**src/rtl/fixed_frame_receiver_with_fifo_macros.svh**
```systemverilog
// Assertion macros for the fixed frame receiver.
`ifndef FIXED_FRAME_RECEIVER_WITH_FIFO_MACROS_SVH
`define FIXED_FRAME_RECEIVER_WITH_FIFO_MACROS_SVH

// Same-cycle implication, disabled while in reset.
`define FFRF_ASSERT_SAME(lbl, clk, rst_n, ante, cons, msg) \
  lbl: assert property (@(posedge clk) disable iff (!rst_n) (ante) |-> (cons)) \
    else $error(msg);

// Next-cycle implication, disabled while in reset.
`define FFRF_ASSERT_NEXT(lbl, clk, rst_n, ante, cons, msg) \
  lbl: assert property (@(posedge clk) disable iff (!rst_n) (ante) |=> (cons)) \
    else $error(msg);

`endif

```
**src/rtl/ffrf_pkg.sv**
```systemverilog
// Shared types and constants of the fixed frame receiver.
package ffrf_pkg;

  localparam int FRAME_LEN          = 16;
  localparam int DEFAULT_FIFO_DEPTH = 8;
  localparam int CFG_IDX_W          = 1;
  localparam int CFG_DATA_W         = 8;
  localparam int COUNT_OUT_W        = 4;

  localparam logic [CFG_IDX_W-1:0]  REG_START_DELIM = 1'b0;
  localparam logic [CFG_IDX_W-1:0]  REG_END_DELIM   = 1'b1;
  localparam logic [CFG_DATA_W-1:0] START_DELIM_RST = 8'h2A;  // '*'
  localparam logic [CFG_DATA_W-1:0] END_DELIM_RST   = 8'h23;  // '#'

  localparam logic ACT_RX  = 1'b0;
  localparam logic ACT_POP = 1'b1;

  typedef enum logic [1:0] {
    EV_NONE    = 2'd0,
    EV_STORED  = 2'd1,
    EV_BAD     = 2'd2,
    EV_DROPPED = 2'd3
  } frame_event_t;

  typedef enum logic [1:0] {
    ST_EMPTY = 2'd0,
    ST_OK    = 2'd1,
    ST_FULL  = 2'd2
  } fifo_status_t;

  // Assembler to top: frame completion this transfer.
  typedef struct packed {
    logic done;
    logic ok;
  } frame_stat_t;

  // FIFO to top: current occupancy flags and post-transfer figures.
  typedef struct packed {
    logic                   full;
    logic                   empty;
    logic [COUNT_OUT_W-1:0] count_nxt;
    fifo_status_t           status_nxt;
  } fifo_stat_t;

endpackage

```
**src/rtl/ffrf_ifs.sv**
```systemverilog
// Valid/ready channel interfaces for the input and result streams.
interface ffrf_in_if;
  logic       valid;
  logic       ready;
  logic       action;
  logic [7:0] rx_byte;

  modport source (output valid, output action, output rx_byte, input ready);
  modport sink   (input valid, input action, input rx_byte, output ready);
endinterface

interface ffrf_out_if;
  logic        valid;
  logic        ready;
  logic        packet_valid;
  logic [63:0] packet_low;
  logic [63:0] packet_high;
  logic [1:0]  frame_event;
  logic [3:0]  fifo_count;
  logic [1:0]  fifo_status;

  modport source (output valid, output packet_valid, output packet_low,
                  output packet_high, output frame_event, output fifo_count,
                  output fifo_status, input ready);
  modport sink   (input valid, input packet_valid, input packet_low,
                  input packet_high, input frame_event, input fifo_count,
                  input fifo_status, output ready);
endinterface

```
**src/rtl/fixed_frame_receiver_with_fifo.sv**
```systemverilog
// Top level: fixed 16-byte frame receiver feeding a packet FIFO.
//
//  channel  | dir | payload                                      | handshake
//  ---------+-----+----------------------------------------------+-------------
//  in_ch    | in  | action, rx_byte                              | valid/ready
//  out_ch   | out | packet_valid, packet_low/high, frame_event,  | valid/ready
//           |     | fifo_count, fifo_status                      |
//  cfg_*    | in  | cfg_idx, cfg_wdata                           | cfg_we only
//
// One result per input transfer, in the cycle after acceptance; a transfer
// can be taken every cycle while no result is held or out_ch.ready is high.
// The result register and the FIFO's registered read port form one stage.
// in_ch.ready is low only while a result is held and out_ch.ready is low.
// Synchronous active-low reset clears frame position, FIFO pointers, count,
// delimiters (to '*' and '#') and the result valid; no clearing pass.
module fixed_frame_receiver_with_fifo #(
  parameter int FIFO_DEPTH = ffrf_pkg::DEFAULT_FIFO_DEPTH
) (
  input  logic                            clk,
  input  logic                            rst_n,
  ffrf_in_if.sink                         in_ch,
  ffrf_out_if.source                      out_ch,
  input  logic                            cfg_we,
  input  logic [ffrf_pkg::CFG_IDX_W-1:0]  cfg_idx,
  input  logic [ffrf_pkg::CFG_DATA_W-1:0] cfg_wdata
);
  import ffrf_pkg::*;

`include "fixed_frame_receiver_with_fifo_macros.svh"

  // Delimiter registers
  logic [CFG_DATA_W-1:0] start_delim_r, end_delim_r;

  always_ff @(posedge clk) begin
    if (!rst_n) begin
      start_delim_r <= START_DELIM_RST;
      end_delim_r   <= END_DELIM_RST;
    end else if (cfg_we) begin
      case (cfg_idx)
        REG_START_DELIM: start_delim_r <= cfg_wdata;
        REG_END_DELIM:   end_delim_r   <= cfg_wdata;
        default: ;
      endcase
    end
  end

  // Result register state, declared here as the input side reads its valid.
  logic                   out_vld_r;
  logic                   pkt_vld_r;
  frame_event_t           ev_r;
  logic [COUNT_OUT_W-1:0] cnt_r;
  fifo_status_t           status_r;

  // Input transfer: taken whenever the result register is free or draining.
  logic in_ready, in_xfer, rx_en, pop_req;

  assign in_ready    = !out_vld_r || out_ch.ready;
  assign in_ch.ready = in_ready;
  assign in_xfer     = in_ch.valid && in_ready;
  assign rx_en       = in_xfer && (in_ch.action == ACT_RX);
  assign pop_req     = in_xfer && (in_ch.action == ACT_POP);

  frame_stat_t fstat;
  fifo_stat_t  qstat;
  logic [63:0] frame_lo, frame_hi, rd_lo, rd_hi;

  ffrf_assembler u_asm (
    .clk         (clk),
    .rst_n       (rst_n),
    .en          (rx_en),
    .rx_byte     (in_ch.rx_byte),
    .start_delim (start_delim_r),
    .end_delim   (end_delim_r),
    .stat        (fstat),
    .frame_lo    (frame_lo),
    .frame_hi    (frame_hi)
  );

  ffrf_fifo #(
    .FIFO_DEPTH (FIFO_DEPTH)
  ) u_fifo (
    .clk      (clk),
    .rst_n    (rst_n),
    .push_req (fstat.done && fstat.ok),
    .pop_req  (pop_req),
    .wr_lo    (frame_lo),
    .wr_hi    (frame_hi),
    .rd_lo    (rd_lo),
    .rd_hi    (rd_hi),
    .stat     (qstat)
  );

  // Frame event for this transfer; a full FIFO drops a good frame.
  frame_event_t ev;

  always_comb begin
    ev = EV_NONE;
    if (fstat.done) begin
      if (!fstat.ok) begin
        ev = EV_BAD;
      end else if (qstat.full) begin
        ev = EV_DROPPED;
      end else begin
        ev = EV_STORED;
      end
    end
  end

  // Result register. Packet data sits in the FIFO read register, which only
  // moves on a successful pop, so it stays put while the result is stalled.
  always_ff @(posedge clk) begin
    if (!rst_n) begin
      out_vld_r <= 1'b0;
    end else if (in_xfer) begin
      out_vld_r <= 1'b1;
    end else if (out_ch.ready) begin
      out_vld_r <= 1'b0;
    end
  end

  always_ff @(posedge clk) begin
    if (in_xfer) begin
      pkt_vld_r <= pop_req && !qstat.empty;
      ev_r      <= ev;
      cnt_r     <= qstat.count_nxt;
      status_r  <= qstat.status_nxt;
    end
  end

  assign out_ch.valid        = out_vld_r;
  assign out_ch.packet_valid = pkt_vld_r;
  assign out_ch.packet_low   = pkt_vld_r ? rd_lo : '0;
  assign out_ch.packet_high  = pkt_vld_r ? rd_hi : '0;
  assign out_ch.frame_event  = ev_r;
  assign out_ch.fifo_count   = cnt_r;
  assign out_ch.fifo_status  = status_r;

  // Checks
  `FFRF_ASSERT_SAME(a_pop_no_event, clk, rst_n, out_vld_r && pkt_vld_r, ev_r == EV_NONE, "pop result carries a frame event")
  `FFRF_ASSERT_SAME(a_empty_count, clk, rst_n, out_vld_r && status_r == ST_EMPTY, cnt_r == '0, "empty status with non-zero count")
  `FFRF_ASSERT_NEXT(a_pop_returns, clk, rst_n, pop_req && !qstat.empty, out_vld_r && pkt_vld_r, "pop on non-empty FIFO returned no packet")
  `FFRF_ASSERT_SAME(a_drop_when_full, clk, rst_n, out_vld_r && ev_r == EV_DROPPED, status_r == ST_FULL, "frame dropped while FIFO not full")

endmodule

```
**src/rtl/ffrf_assembler.sv**
```systemverilog
// Frame assembly: byte position, held bytes and delimiter check.
module ffrf_assembler (
  input  logic                             clk,
  input  logic                             rst_n,
  input  logic                             en,
  input  logic [7:0]                       rx_byte,
  input  logic [ffrf_pkg::CFG_DATA_W-1:0]  start_delim,
  input  logic [ffrf_pkg::CFG_DATA_W-1:0]  end_delim,
  output ffrf_pkg::frame_stat_t            stat,
  output logic [63:0]                      frame_lo,
  output logic [63:0]                      frame_hi
);
  import ffrf_pkg::*;

  localparam int POS_W = $clog2(FRAME_LEN);
  localparam logic [POS_W-1:0] LAST_POS = POS_W'(FRAME_LEN - 1);

  logic [POS_W-1:0] pos_r, pos_nxt;
  // last byte is never stored, it arrives with the check
  logic [7:0]       bytes_r [FRAME_LEN-1];
  logic             last;

  assign last = (pos_r == LAST_POS);

  always_comb begin
    pos_nxt = pos_r;
    if (en) begin
      pos_nxt = last ? '0 : pos_r + 1'b1;
    end
  end

  always_ff @(posedge clk) begin
    if (!rst_n) begin
      pos_r <= '0;
    end else begin
      pos_r <= pos_nxt;
    end
  end

  always_ff @(posedge clk) begin
    for (int i = 0; i < FRAME_LEN - 1; i++) begin
      if (en && pos_r == POS_W'(i)) begin
        bytes_r[i] <= rx_byte;
      end
    end
  end

  assign stat.done = en && last;
  assign stat.ok   = (bytes_r[0] == start_delim) && (rx_byte == end_delim);

  always_comb begin
    for (int i = 0; i < 8; i++) begin
      frame_lo[8*i +: 8] = bytes_r[i];
    end
    for (int i = 0; i < 7; i++) begin
      frame_hi[8*i +: 8] = bytes_r[8 + i];
    end
    frame_hi[63:56] = rx_byte;
  end

endmodule

```
**src/rtl/ffrf_fifo.sv**
```systemverilog
// Circular packet store with registered read port and occupancy tracking.
module ffrf_fifo #(
  parameter int FIFO_DEPTH = ffrf_pkg::DEFAULT_FIFO_DEPTH
) (
  input  logic                 clk,
  input  logic                 rst_n,
  input  logic                 push_req,
  input  logic                 pop_req,
  input  logic [63:0]          wr_lo,
  input  logic [63:0]          wr_hi,
  output logic [63:0]          rd_lo,
  output logic [63:0]          rd_hi,
  output ffrf_pkg::fifo_stat_t stat
);
  import ffrf_pkg::*;

  localparam int PTR_W = $clog2(FIFO_DEPTH);
  localparam int CNT_W = $clog2(FIFO_DEPTH + 1);
  localparam logic [PTR_W-1:0] LAST_SLOT = PTR_W'(FIFO_DEPTH - 1);
  localparam logic [CNT_W-1:0] CNT_FULL  = CNT_W'(FIFO_DEPTH);

  logic [127:0]     mem [FIFO_DEPTH];
  logic [127:0]     rd_r;
  logic [PTR_W-1:0] wptr_r, wptr_nxt, rptr_r, rptr_nxt;
  logic [CNT_W-1:0] cnt_r, cnt_nxt;
  logic             full, empty, push, pop;

  assign full  = (cnt_r == CNT_FULL);
  assign empty = (cnt_r == '0);
  assign push  = push_req && !full;
  assign pop   = pop_req && !empty;

  always_comb begin
    wptr_nxt = wptr_r;
    rptr_nxt = rptr_r;
    cnt_nxt  = cnt_r;
    if (push) begin
      wptr_nxt = (wptr_r == LAST_SLOT) ? '0 : wptr_r + 1'b1;
      cnt_nxt  = cnt_r + 1'b1;
    end
    if (pop) begin
      rptr_nxt = (rptr_r == LAST_SLOT) ? '0 : rptr_r + 1'b1;
      cnt_nxt  = cnt_r - 1'b1;
    end
  end

  always_ff @(posedge clk) begin
    if (!rst_n) begin
      wptr_r <= '0;
      rptr_r <= '0;
      cnt_r  <= '0;
    end else begin
      wptr_r <= wptr_nxt;
      rptr_r <= rptr_nxt;
      cnt_r  <= cnt_nxt;
    end
  end

  always_ff @(posedge clk) begin
    if (push) begin
      mem[wptr_r] <= {wr_hi, wr_lo};
    end
    if (pop) begin
      rd_r <= mem[rptr_r];
    end
  end

  assign rd_lo = rd_r[63:0];
  assign rd_hi = rd_r[127:64];

  always_comb begin
    stat.full      = full;
    stat.empty     = empty;
    stat.count_nxt = COUNT_OUT_W'(cnt_nxt);
    if (cnt_nxt == '0) begin
      stat.status_nxt = ST_EMPTY;
    end else if (cnt_nxt == CNT_FULL) begin
      stat.status_nxt = ST_FULL;
    end else begin
      stat.status_nxt = ST_OK;
    end
  end

endmodule
```
**src/flat_wrapper.sv**
```systemverilog
// flat-port wrapper written by rule: the top's interface ports become plain ports
module fixed_frame_receiver_with_fifo_flat import ffrf_pkg::*;
#(
  parameter int FIFO_DEPTH = ffrf_pkg::DEFAULT_FIFO_DEPTH
)
  (clk, rst_n, cfg_we, cfg_idx, cfg_wdata, in_ch_valid, in_ch_action, in_ch_rx_byte, in_ch_ready, out_ch_valid, out_ch_packet_valid, out_ch_packet_low, out_ch_packet_high, out_ch_frame_event, out_ch_fifo_count, out_ch_fifo_status, out_ch_ready);
  ffrf_in_if in_ch_i ();
  ffrf_out_if out_ch_i ();
  input  logic clk;
  input  logic rst_n;
  input  logic cfg_we;
  input  logic [ffrf_pkg::CFG_IDX_W-1:0] cfg_idx;
  input  logic [ffrf_pkg::CFG_DATA_W-1:0] cfg_wdata;
  input wire logic [$bits(in_ch_i.valid)-1:0] in_ch_valid;
  input wire logic [$bits(in_ch_i.action)-1:0] in_ch_action;
  input wire logic [$bits(in_ch_i.rx_byte)-1:0] in_ch_rx_byte;
  output wire logic [$bits(in_ch_i.ready)-1:0] in_ch_ready;
  output wire logic [$bits(out_ch_i.valid)-1:0] out_ch_valid;
  output wire logic [$bits(out_ch_i.packet_valid)-1:0] out_ch_packet_valid;
  output wire logic [$bits(out_ch_i.packet_low)-1:0] out_ch_packet_low;
  output wire logic [$bits(out_ch_i.packet_high)-1:0] out_ch_packet_high;
  output wire logic [$bits(out_ch_i.frame_event)-1:0] out_ch_frame_event;
  output wire logic [$bits(out_ch_i.fifo_count)-1:0] out_ch_fifo_count;
  output wire logic [$bits(out_ch_i.fifo_status)-1:0] out_ch_fifo_status;
  input wire logic [$bits(out_ch_i.ready)-1:0] out_ch_ready;
  assign in_ch_i.valid = in_ch_valid;
  assign in_ch_i.action = in_ch_action;
  assign in_ch_i.rx_byte = in_ch_rx_byte;
  assign in_ch_ready = in_ch_i.ready;
  assign out_ch_valid = out_ch_i.valid;
  assign out_ch_packet_valid = out_ch_i.packet_valid;
  assign out_ch_packet_low = out_ch_i.packet_low;
  assign out_ch_packet_high = out_ch_i.packet_high;
  assign out_ch_frame_event = out_ch_i.frame_event;
  assign out_ch_fifo_count = out_ch_i.fifo_count;
  assign out_ch_fifo_status = out_ch_i.fifo_status;
  assign out_ch_i.ready = out_ch_ready;
  fixed_frame_receiver_with_fifo #(.FIFO_DEPTH(FIFO_DEPTH)) u_core (.clk(clk), .rst_n(rst_n), .in_ch(in_ch_i), .out_ch(out_ch_i), .cfg_we(cfg_we), .cfg_idx(cfg_idx), .cfg_wdata(cfg_wdata));
endmodule
```
**config.mk**
```make
export PLATFORM = sky130hd
export DESIGN_NAME = fixed_frame_receiver_with_fifo_flat
export DESIGN_NICKNAME = d
export VERILOG_FILES = /design/src/rtl/ffrf_pkg.sv /design/src/rtl/ffrf_ifs.sv /design/src/rtl/fixed_frame_receiver_with_fifo.sv /design/src/rtl/ffrf_assembler.sv /design/src/rtl/ffrf_fifo.sv /design/src/flat_wrapper.sv
export VERILOG_INCLUDE_DIRS = /design/src /design/src/rtl
export SDC_FILE = /design/constraint.sdc
export NUM_CORES = 1
export LEC_CHECK = 0
export BUFFER_PORTS_ARGS = -buffer_cell sky130_fd_sc_hd__buf_2
export CORE_UTILIZATION = 55
export CTS_CLUSTER_SIZE = 28
export DETAILED_ROUTE_END_ITERATION = 10
export PLACE_DENSITY = 0.77
export SYNTH_ARGS = -nofsm -noshare
export SYNTH_HDL_FRONTEND = slang
export SYNTH_HIERARCHICAL = 1
export SYNTH_SLANG_ARGS = --single-unit
```
**constraint.sdc**
```tcl
create_clock -name clk -period 35.1 [get_ports clk]
set_input_delay 7.02 -clock clk [delete_from_list [all_inputs] [get_ports clk]]
set_output_delay 7.02 -clock clk [all_outputs]
set_load 0.005 [all_outputs]
```
==> run_results.csv, run 1 <==
group,metric,value,unit
status,status,"complete, but fails checks",
status,violations,"DRC",
synthesis,avgSynthCellArea,23.2,um2
worst_hold_path,worstHoldStart,"u_core/start_delim_r[7]",
sta,clock.fmax,0.0685,GHz
clocking,postCtsResizedCells,0,
routing,dr.pass1.iters,10,
critical_path,max_stage_delay,0.26,ns
routing,wl_per_cell,27.6,um
critical_path,crit_path_cell_trace,"buf_2 > and2b_1 > inv_1 > buf_2",
routing,remaining_drc_errors,14,
placed_design,place_congestion,0.772,
clocking,path_clk_slew,0.06,ns
clocking,clock_latency,0.70,ns
critical_path,end_kind,"output pin",
synthesis,synthArstFlopShare,0,
die,core,0.0888,mm2
synthesis,synth_nets,2168,
global_route,grt_usage,0.222,
clocking,cts_root_buffer,"clkbuf_16",
synthesis,ys_top_cells_by_area,"edfxtp_1 78%, mux4_2 7.1%, mux4_1 5.4%",
global_route,grt_pass1_vias,22900,
synthesis,ys_seq_area_frac,0.790,
critical_path,cp.required,28.08,ns
sta,max-slew-margin-rel,0.253,
finish,fin_nets,2383,
pwr,leakagePower,0.0176,uW
sta,rsz0062_at_grt,"false",
sta,period_share,0.416,
sta,timing.setup.tns,0,ns
die,die_area,0.0912,mm2
placed_design,dpl.hpwl,49600,um
critical_path,crit_path_frequent_cell,"buf_2",
sta,maxSlewViolCount,0,
sta,period_needed,14.59,ns
synthesis,synth_top_area_frac,0.777,
routing,wirelength,99700,um
die,die_h,302,um
critical_path,worstPathMaxFanout,5,
pwr,peakVddDrop,0.0401,mV
finish,drive_gt1_frac,0.273,
worst_hold_path,worstHoldPathCells,2,
sta,tightestPinTransition,1.11,ns
clocking,clkSinkCount,1312,
synthesis,yosysTopAreaCell,"edfxtp_1",
synthesis,synth_seq_cells,1312,
critical_path,worstSetupPathType,"in -> out",
routing,first_iter_violations,2120,
critical_path,crit_path_start,"out_ch_ready",
routing,ant_nets,0,
critical_path,cp-start-kind,"primary input",
clocking,cts_hold_buf,0,
sta,hold_viol,0,
clocking,cts-htree-levels,3,
global_route,grt_max_degree,106,
routing,routed_via_density,6.05,
clocking,postCtsSetupBuffers,0,
clocking,clock_path_buffers,3,
die,ios,162,
global_route,grt_pass1_wl,147000,um
sta,finalSetupViolCount,0,
synthesis,synth-edff-count,1281,
synthesis,synth-main-ff-cell,"edfxtp_1",
critical_path,rr_worst_depth,10,
global_route,antenna_found_initial,5,
routing,vias,21900,
pwr,powerDensity,55.7,mW/mm2
worst_hold_path,holdCritPathClass,"reg -> reg",
pwr,p_total,3080,uW
global_route,grt-ovfl-total,0,
die,fp-row-count,109,
finish,num-fill-cells,5641,
critical_path,reg2reg_from,"u_core/out_ch.valid",
run,max_cap_viol_count,0,
die,die_x,302,um
critical_path,slowest_stage,"and2b_1",
synthesis,yosys_warnings,6,
placed_design,numPortBuffers,161,
clocking,cts_buffers,119,
synthesis,netlist_area,0.0495,mm2
finish,syn_to_final_growth,11.6,%
synthesis,synth_cell_types,53,
clocking,cts_tree,"yes",
sta,finalClockSkew,0.0375,ns
critical_path,worstPathArrival,7.57,ns
die,initial_core_util,0.558,
synthesis,syn_inst,2135,
[where the power goes]
| group | switching (uW) | total, uW | leakage [uW] | internal (uW) |
|---|---|---|---|---|
| Sequential | 8.67 | 1720 | 0.0118 | 1710 |
| Combinational | 53.0 | 101 | 0.00396 | 48.4 |
| Clock | 546 | 1260 | 0.00185 | 709 |
[state kept, by name, summed over array words and instances (netlist names)]
register                    count
u_core/u_fifo/cnt_r             4
u_core/u_asm/bytes_r          120
u_core/u_asm/pos_r              4
u_core/u_fifo/rptr_r            3
u_core/out_ch.fifo_status       2
u_core/u_fifo/mem            1024
u_core/u_fifo/wptr_r            3
u_core/out_ch.valid             1
u_core/out_ch.packet_valid      1
u_core/end_delim_r              8
u_core/start_delim_r            8
u_core/out_ch.fifo_count        4
u_core/u_fifo/rd_r            128
u_core/out_ch.frame_event       2
[path summary, 6_finish.rpt]
path	endpoint	slack (ns)
worst max register to register	u_core/u_fifo/mem[3][120]	28.73
worst min-delay path	u_core/start_delim_r[7]	0.47
worst max-delay path	in_ch_ready	20.51
worst min register to register	u_core/start_delim_r[7]	0.47
[cell families after synthesis]
| kind of cell | after synthesis | share of synthesized area |
|---|---|---|
| DFF | 1312 | 0.790 |
| muxes | 395 | 0.155 |
| and+or+nand+nor | 241 | 0.0287 |
| buffers and inverters | 124 | 0.0154 |
| AOI/OAI and AO/OA | 35 | 0.00523 |
| xor gates and xnor gates | 18 | 0.00318 |
| adders and majority gates | 10 | 0.00253 |
[layout by cell type, fill, tap and decap left out, types with 4 or more instances in the layout]
cell and count:
inv_6 5, ha_1 10, clkbuf_16 120, buf_2 161, inv_1 17, edfxtp_1 1281, mux4_1 101, nor3_2 4
mux4_2 155, nand2_1 33, o211ai_1 8, nand4_1 6, nand2b_1 5, clkbuf_1 29, bufinv_16 11, dfxtp_1 28
clkinv_1 23, xnor2_1 17, mux2_2 128, clkinv_2 24, nand3_1 6, nand3b_1 4, nor3_1 4, mux2i_1 11
a21boi_0 7, and2_1 149, buf_4 38, nor2_1 9
[area by class of cell]
class	count	area, um2	area share
antenna	1	2.50	0.0000453
multi-input combinational	699	9710	0.176
timing repair buffer	200	1110	0.0201
clock inverter	69	677	0.0123
tap	1165	1460	0.0264
inverter	18	72.6	0.00131
sequential	1312	39100	0.708
clock buffer	149	3110	0.0563
[critical path: cells and delay by family]
family | cells | cell delay (ns)
and+or+nand+nor | 1 | 0.26
buffers and inverters | 3 | 0.29
[synthesized netlist by cell type (14+ instances only)]
cell type	n
clkbuf_1	33
buf_1	14
xnor2_1	17
mux2_2	128
dfxtp_1	31
edfxtp_1	1281
buf_6	26
inv_1	18
and2_1	149
mux4_2	155
mux4_1	101
buf_2	16
nand2_1	33
[routing by layer]
layer / vias up / global-route usage / share of wire / wire (um)
li1: 9274 / - / - / -
met1: 11500 / 0.301 / 0.39 / 39200
met2: 997 / 0.374 / 0.51 / 50800
met3: 123 / 0.0409 / 0.077 / 7640
met4: 2 / 0.0606 / 0.020 / 1990
met5: - / 0 / 0.00013 / 13
[stage by stage]
step                       util  setup slack [ns]  hold slack [ns]  area (um2)  instances
final                     0.622             20.51            0.468       55200       3613
after global routing      0.622             20.42            0.499       55200       3612
after CTS                 0.622             20.51            0.472       55200       3612
after detailed placement  0.579             20.51            0.464       51400       3394
after global placement    0.579             20.51            0.463       51400       3394
after floorplan               -             13.79            0.447       49500       2135
Note: power is estimated with default switching activity, not from simulation.
==> run 2, diff against run 1 <==
--- a/config.mk
+++ b/config.mk
@@ -6,11 +6,12 @@
 export SDC_FILE = /design/constraint.sdc
 export NUM_CORES = 1
 export LEC_CHECK = 0
+export ABC_AREA = 1
 export BUFFER_PORTS_ARGS = -buffer_cell sky130_fd_sc_hd__buf_2
 export CORE_UTILIZATION = 55
 export CTS_CLUSTER_SIZE = 28
 export DETAILED_ROUTE_END_ITERATION = 10
-export PLACE_DENSITY = 0.77
+export PLACE_DENSITY = 0.8
 export SYNTH_ARGS = -nofsm -noshare
 export SYNTH_HDL_FRONTEND = slang
 export SYNTH_HIERARCHICAL = 1
==> constraint.sdc (replaced) <==
create_clock -name clk -period 12 [get_ports clk]
set_input_delay 2.4 -clock clk [delete_from_list [all_inputs] [get_ports clk]]
set_output_delay 2.4 -clock clk [all_outputs]
set_load 0.005 [all_outputs]
==> run_results.csv, run 2 <==
group,metric,value,unit
routing,vias,30600,
pwr,powerDensity,162,mW/mm2
placed_design,dpl.hpwl,56200,um
clocking,clock_path_buffers,3,
global_route,grt_pass1_vias,29700,
synthesis,synth-main-ff-cell,"edfxtp_1",
clocking,clock_latency,0.73,ns
clocking,cts-htree-levels,3,
synthesis,synthArstFlopShare,0,
finish,largest_register_ffs,1024,
finish,num_antenna_cells,0,
global_route,use_met3,0.0359,
synthesis,synth_top_area_frac,0.760,
sta,finalSetupViolCount,0,
routing,wirelength,114000,um
sta,period_share,0.525,
critical_path,worstSetupPathType,"in -> reg",
synthesis,yosys_warnings,6,
finish,top_register,"u_core/u_fifo/mem",
die,fp-row-count,110,
synthesis,avgSynthCellArea,13.1,um2
critical_path,cp-start-kind,"primary input",
routing,wl_per_cell,21.7,um
synthesis,synth_top_cells_by_count,"1281 x edfxtp_1, 697 x nor2_1, 591 x nand2_1, 318 x o21ai_0, 204 x o21ai_1",
placed_design,postPlaceCellArea,0.0519,mm2
routing,dr.pass1.iters,6,
finish,syn_to_final_growth,9.94,%
synthesis,ys_seq_area_frac,0.772,
die,core,0.0906,mm2
synthesis,syn_inst,3859,
clocking,cts_buffers,118,
worst_hold_path,holdCritPathClass,"reg -> reg",
sta,finalClockSkew,0.0390,ns
placed_design,numPortBuffers,161,
global_route,use_met1,0.324,
sta,period_needed,6.30,ns
critical_path,worstPathMaxFanout,69,
global_route,grt_pass1_wl,171000,um
pwr,peakVddDrop,0.122,mV
routing,remaining_drc_errors,0,
die,die_area,0.0933,mm2
synthesis,netlist_area,0.0506,mm2
pwr,leakagePower,0.0198,uW
global_route,grt_use_met2,0.398,
placed_design,place_congestion,0.770,
finish,layout.cells.non_filler,5227,
die,ios,162,
placed_design,dpl.cell_count,5006,
critical_path,cp.required,12.31,ns
clocking,cts_root_buffer,"clkbuf_16",
synthesis,ys_top_cells_by_area,"edfxtp_1 76%, nor2_1 5.2%, nand2_1 4.4%",
sta,clock.fmax,0.159,GHz
sta,hold_viol,0,
global_route,grt_max_degree,222,
synthesis,yosysTopAreaCell,"edfxtp_1",
synthesis,synth_nets,3892,
sta,max-slew-margin-rel,0.180,
clocking,path_clk_slew,0.07,ns
synthesis,synth_seq_cells,1312,
clocking,cts_hold_buf,0,
global_route,antenna_found_initial,3,
clocking,postCtsResizedCells,0,
die,die_x,305,um
synthesis,synth-edff-count,1281,
synthesis,synth_most_common_cell,"edfxtp_1",
sta,rsz0062_at_grt,"false",
routing,first_iter_violations,4025,
sta,timing.setup.tns,0,ns
pwr,p_total,9030,uW
finish,fin_nets,3983,
sta,maxSlewViolCount,0,
run,max_cap_viol_count,0,
routing,ant_nets,0,
clocking,cts_tree,"yes",
global_route,top_usage_layer,"met2",
clocking,postCtsSetupBuffers,0,
finish,mostFrequentLayoutCell,"edfxtp_1",
critical_path,worstPathArrival,6.61,ns
global_route,grt_usage,0.240,
global_route,grt-ovfl-total,0,
synthesis,synth_cell_types,37,
routing,routed_via_density,5.85,
die,initial_core_util,0.559,
sta,tightestPinTransition,1.23,ns
finish,final_cell_mix,"1281 x edfxtp_1, 689 x nor2_1, 591 x nand2_1, 318 x o21ai_0, 204 x o21ai_1",
die,die_h,305,um
critical_path,end_kind,"flop",
clocking,clkSinkCount,1312,
finish,num-fill-cells,6326,
finish,reg_top3,"u_core/u_fifo/mem (1024), u_core/u_fifo/rd_r (128), u_core/u_asm/bytes_r (120)",
finish,final_cell_area,0.0557,mm2
status,status,"finished clean",
finish,drive_gt1_frac,0.0948,
-- run 2: cell count changes after synthesis, sizes merged, moves of 62 or more --
| cell | delta |
|---|---|
| nand2 | +563 |
| a31oi | +125 |
| mux2 | -128 |
| a21oi | +135 |
| nor2 | +686 |
| o21ai | +518 |
| and2 | -150 |
| inv | +163 |
| clkbuf | +62 |
| mux4 | -256 |
-- run 2: worst max-delay path, cell delays in order --
cell and delay [ns]:
buf_2 0.08, inv_1 0.03, nand2_1 0.10, nand2_1 0.08, nor2_1 0.56, nand2_2 0.22, inv_2 0.10, nand2_2 0.06
inv_1 0.13, nand2_1 0.08, inv_1 0.08, nand2_1 0.21, inv_1 0.17, nand2_1 0.24, nor2_4 0.15, buf_4 0.92
buf_4 0.91
-- run 2: path summary, 6_finish.rpt --
path / depth (start not counted) / slack [ns] / from / endpoint
max reg2reg: 15 / 7.17 / u_core/out_ch.valid / u_core/u_fifo/mem[4][85]
min reg2reg: 2 / 0.49 / u_core/start_delim_r[3] / u_core/start_delim_r[3]
min: 2 / 0.49 / u_core/start_delim_r[3] / u_core/start_delim_r[3]
max: 17 / 5.70 / out_ch_ready / u_core/u_fifo/mem[4][85]
-- run 2: power by group --
part           internal (uW)  switching, uW  total (uW)
Sequential              5010           23.5        5030
Combinational            100            269         369
Clock                   2010           1620        3630
-- run 2: cell type report --
type / count / area [um2] / share of cell area
Clock buffer: 146 / 3060 / 0.0549
Clock inverter: 75 / 689 / 0.0124
Inverter: 182 / 716 / 0.0129
Multi-Input combinational cell: 2140 / 9500 / 0.171
Sequential cell: 1312 / 39100 / 0.703
Tap cell: 1176 / 1470 / 0.0264
Timing Repair Buffer: 196 / 1120 / 0.0201
-- run 2: metal layers --
layer | up-vias | part of all wire
li1 | 13700 | -
met1 | 14800 | 0.38
met2 | 1840 | 0.49
met3 | 231 | 0.10
met4 | 0 | 0.029
met5 | - | 0
-- run 2: per-stage QoR --
| stage | util | hold WS, ns | worst slack (ns) |
|---|---|---|---|
| floorplan | - | 0.450 | 2.34 |
| global placement | 0.573 | 0.476 | 5.23 |
| detailed placement | 0.573 | 0.480 | 5.11 |
| CTS | 0.615 | 0.494 | 5.84 |
| global route | 0.615 | 0.505 | 5.42 |
| finish | 0.615 | 0.490 | 5.70 |
-- run 2: cell families (layout without fill, tap and decap cells) --
| kind of cell | Yosys count | in the layout | synth area share |
|---|---|---|---|
| AO/OA/AOI/OAI | 795 | 795 | 0.0823 |
| flip-flops | 1312 | 1312 | 0.772 |
| XOR/XNOR | 12 | 12 | 0.00208 |
| buffers and inverters | 407 | 599 | 0.0413 |
| AND/OR/NAND/NOR | 1323 | 1323 | 0.0997 |
| adder cells (fa/ha/maj) | 10 | 10 | 0.00247 |
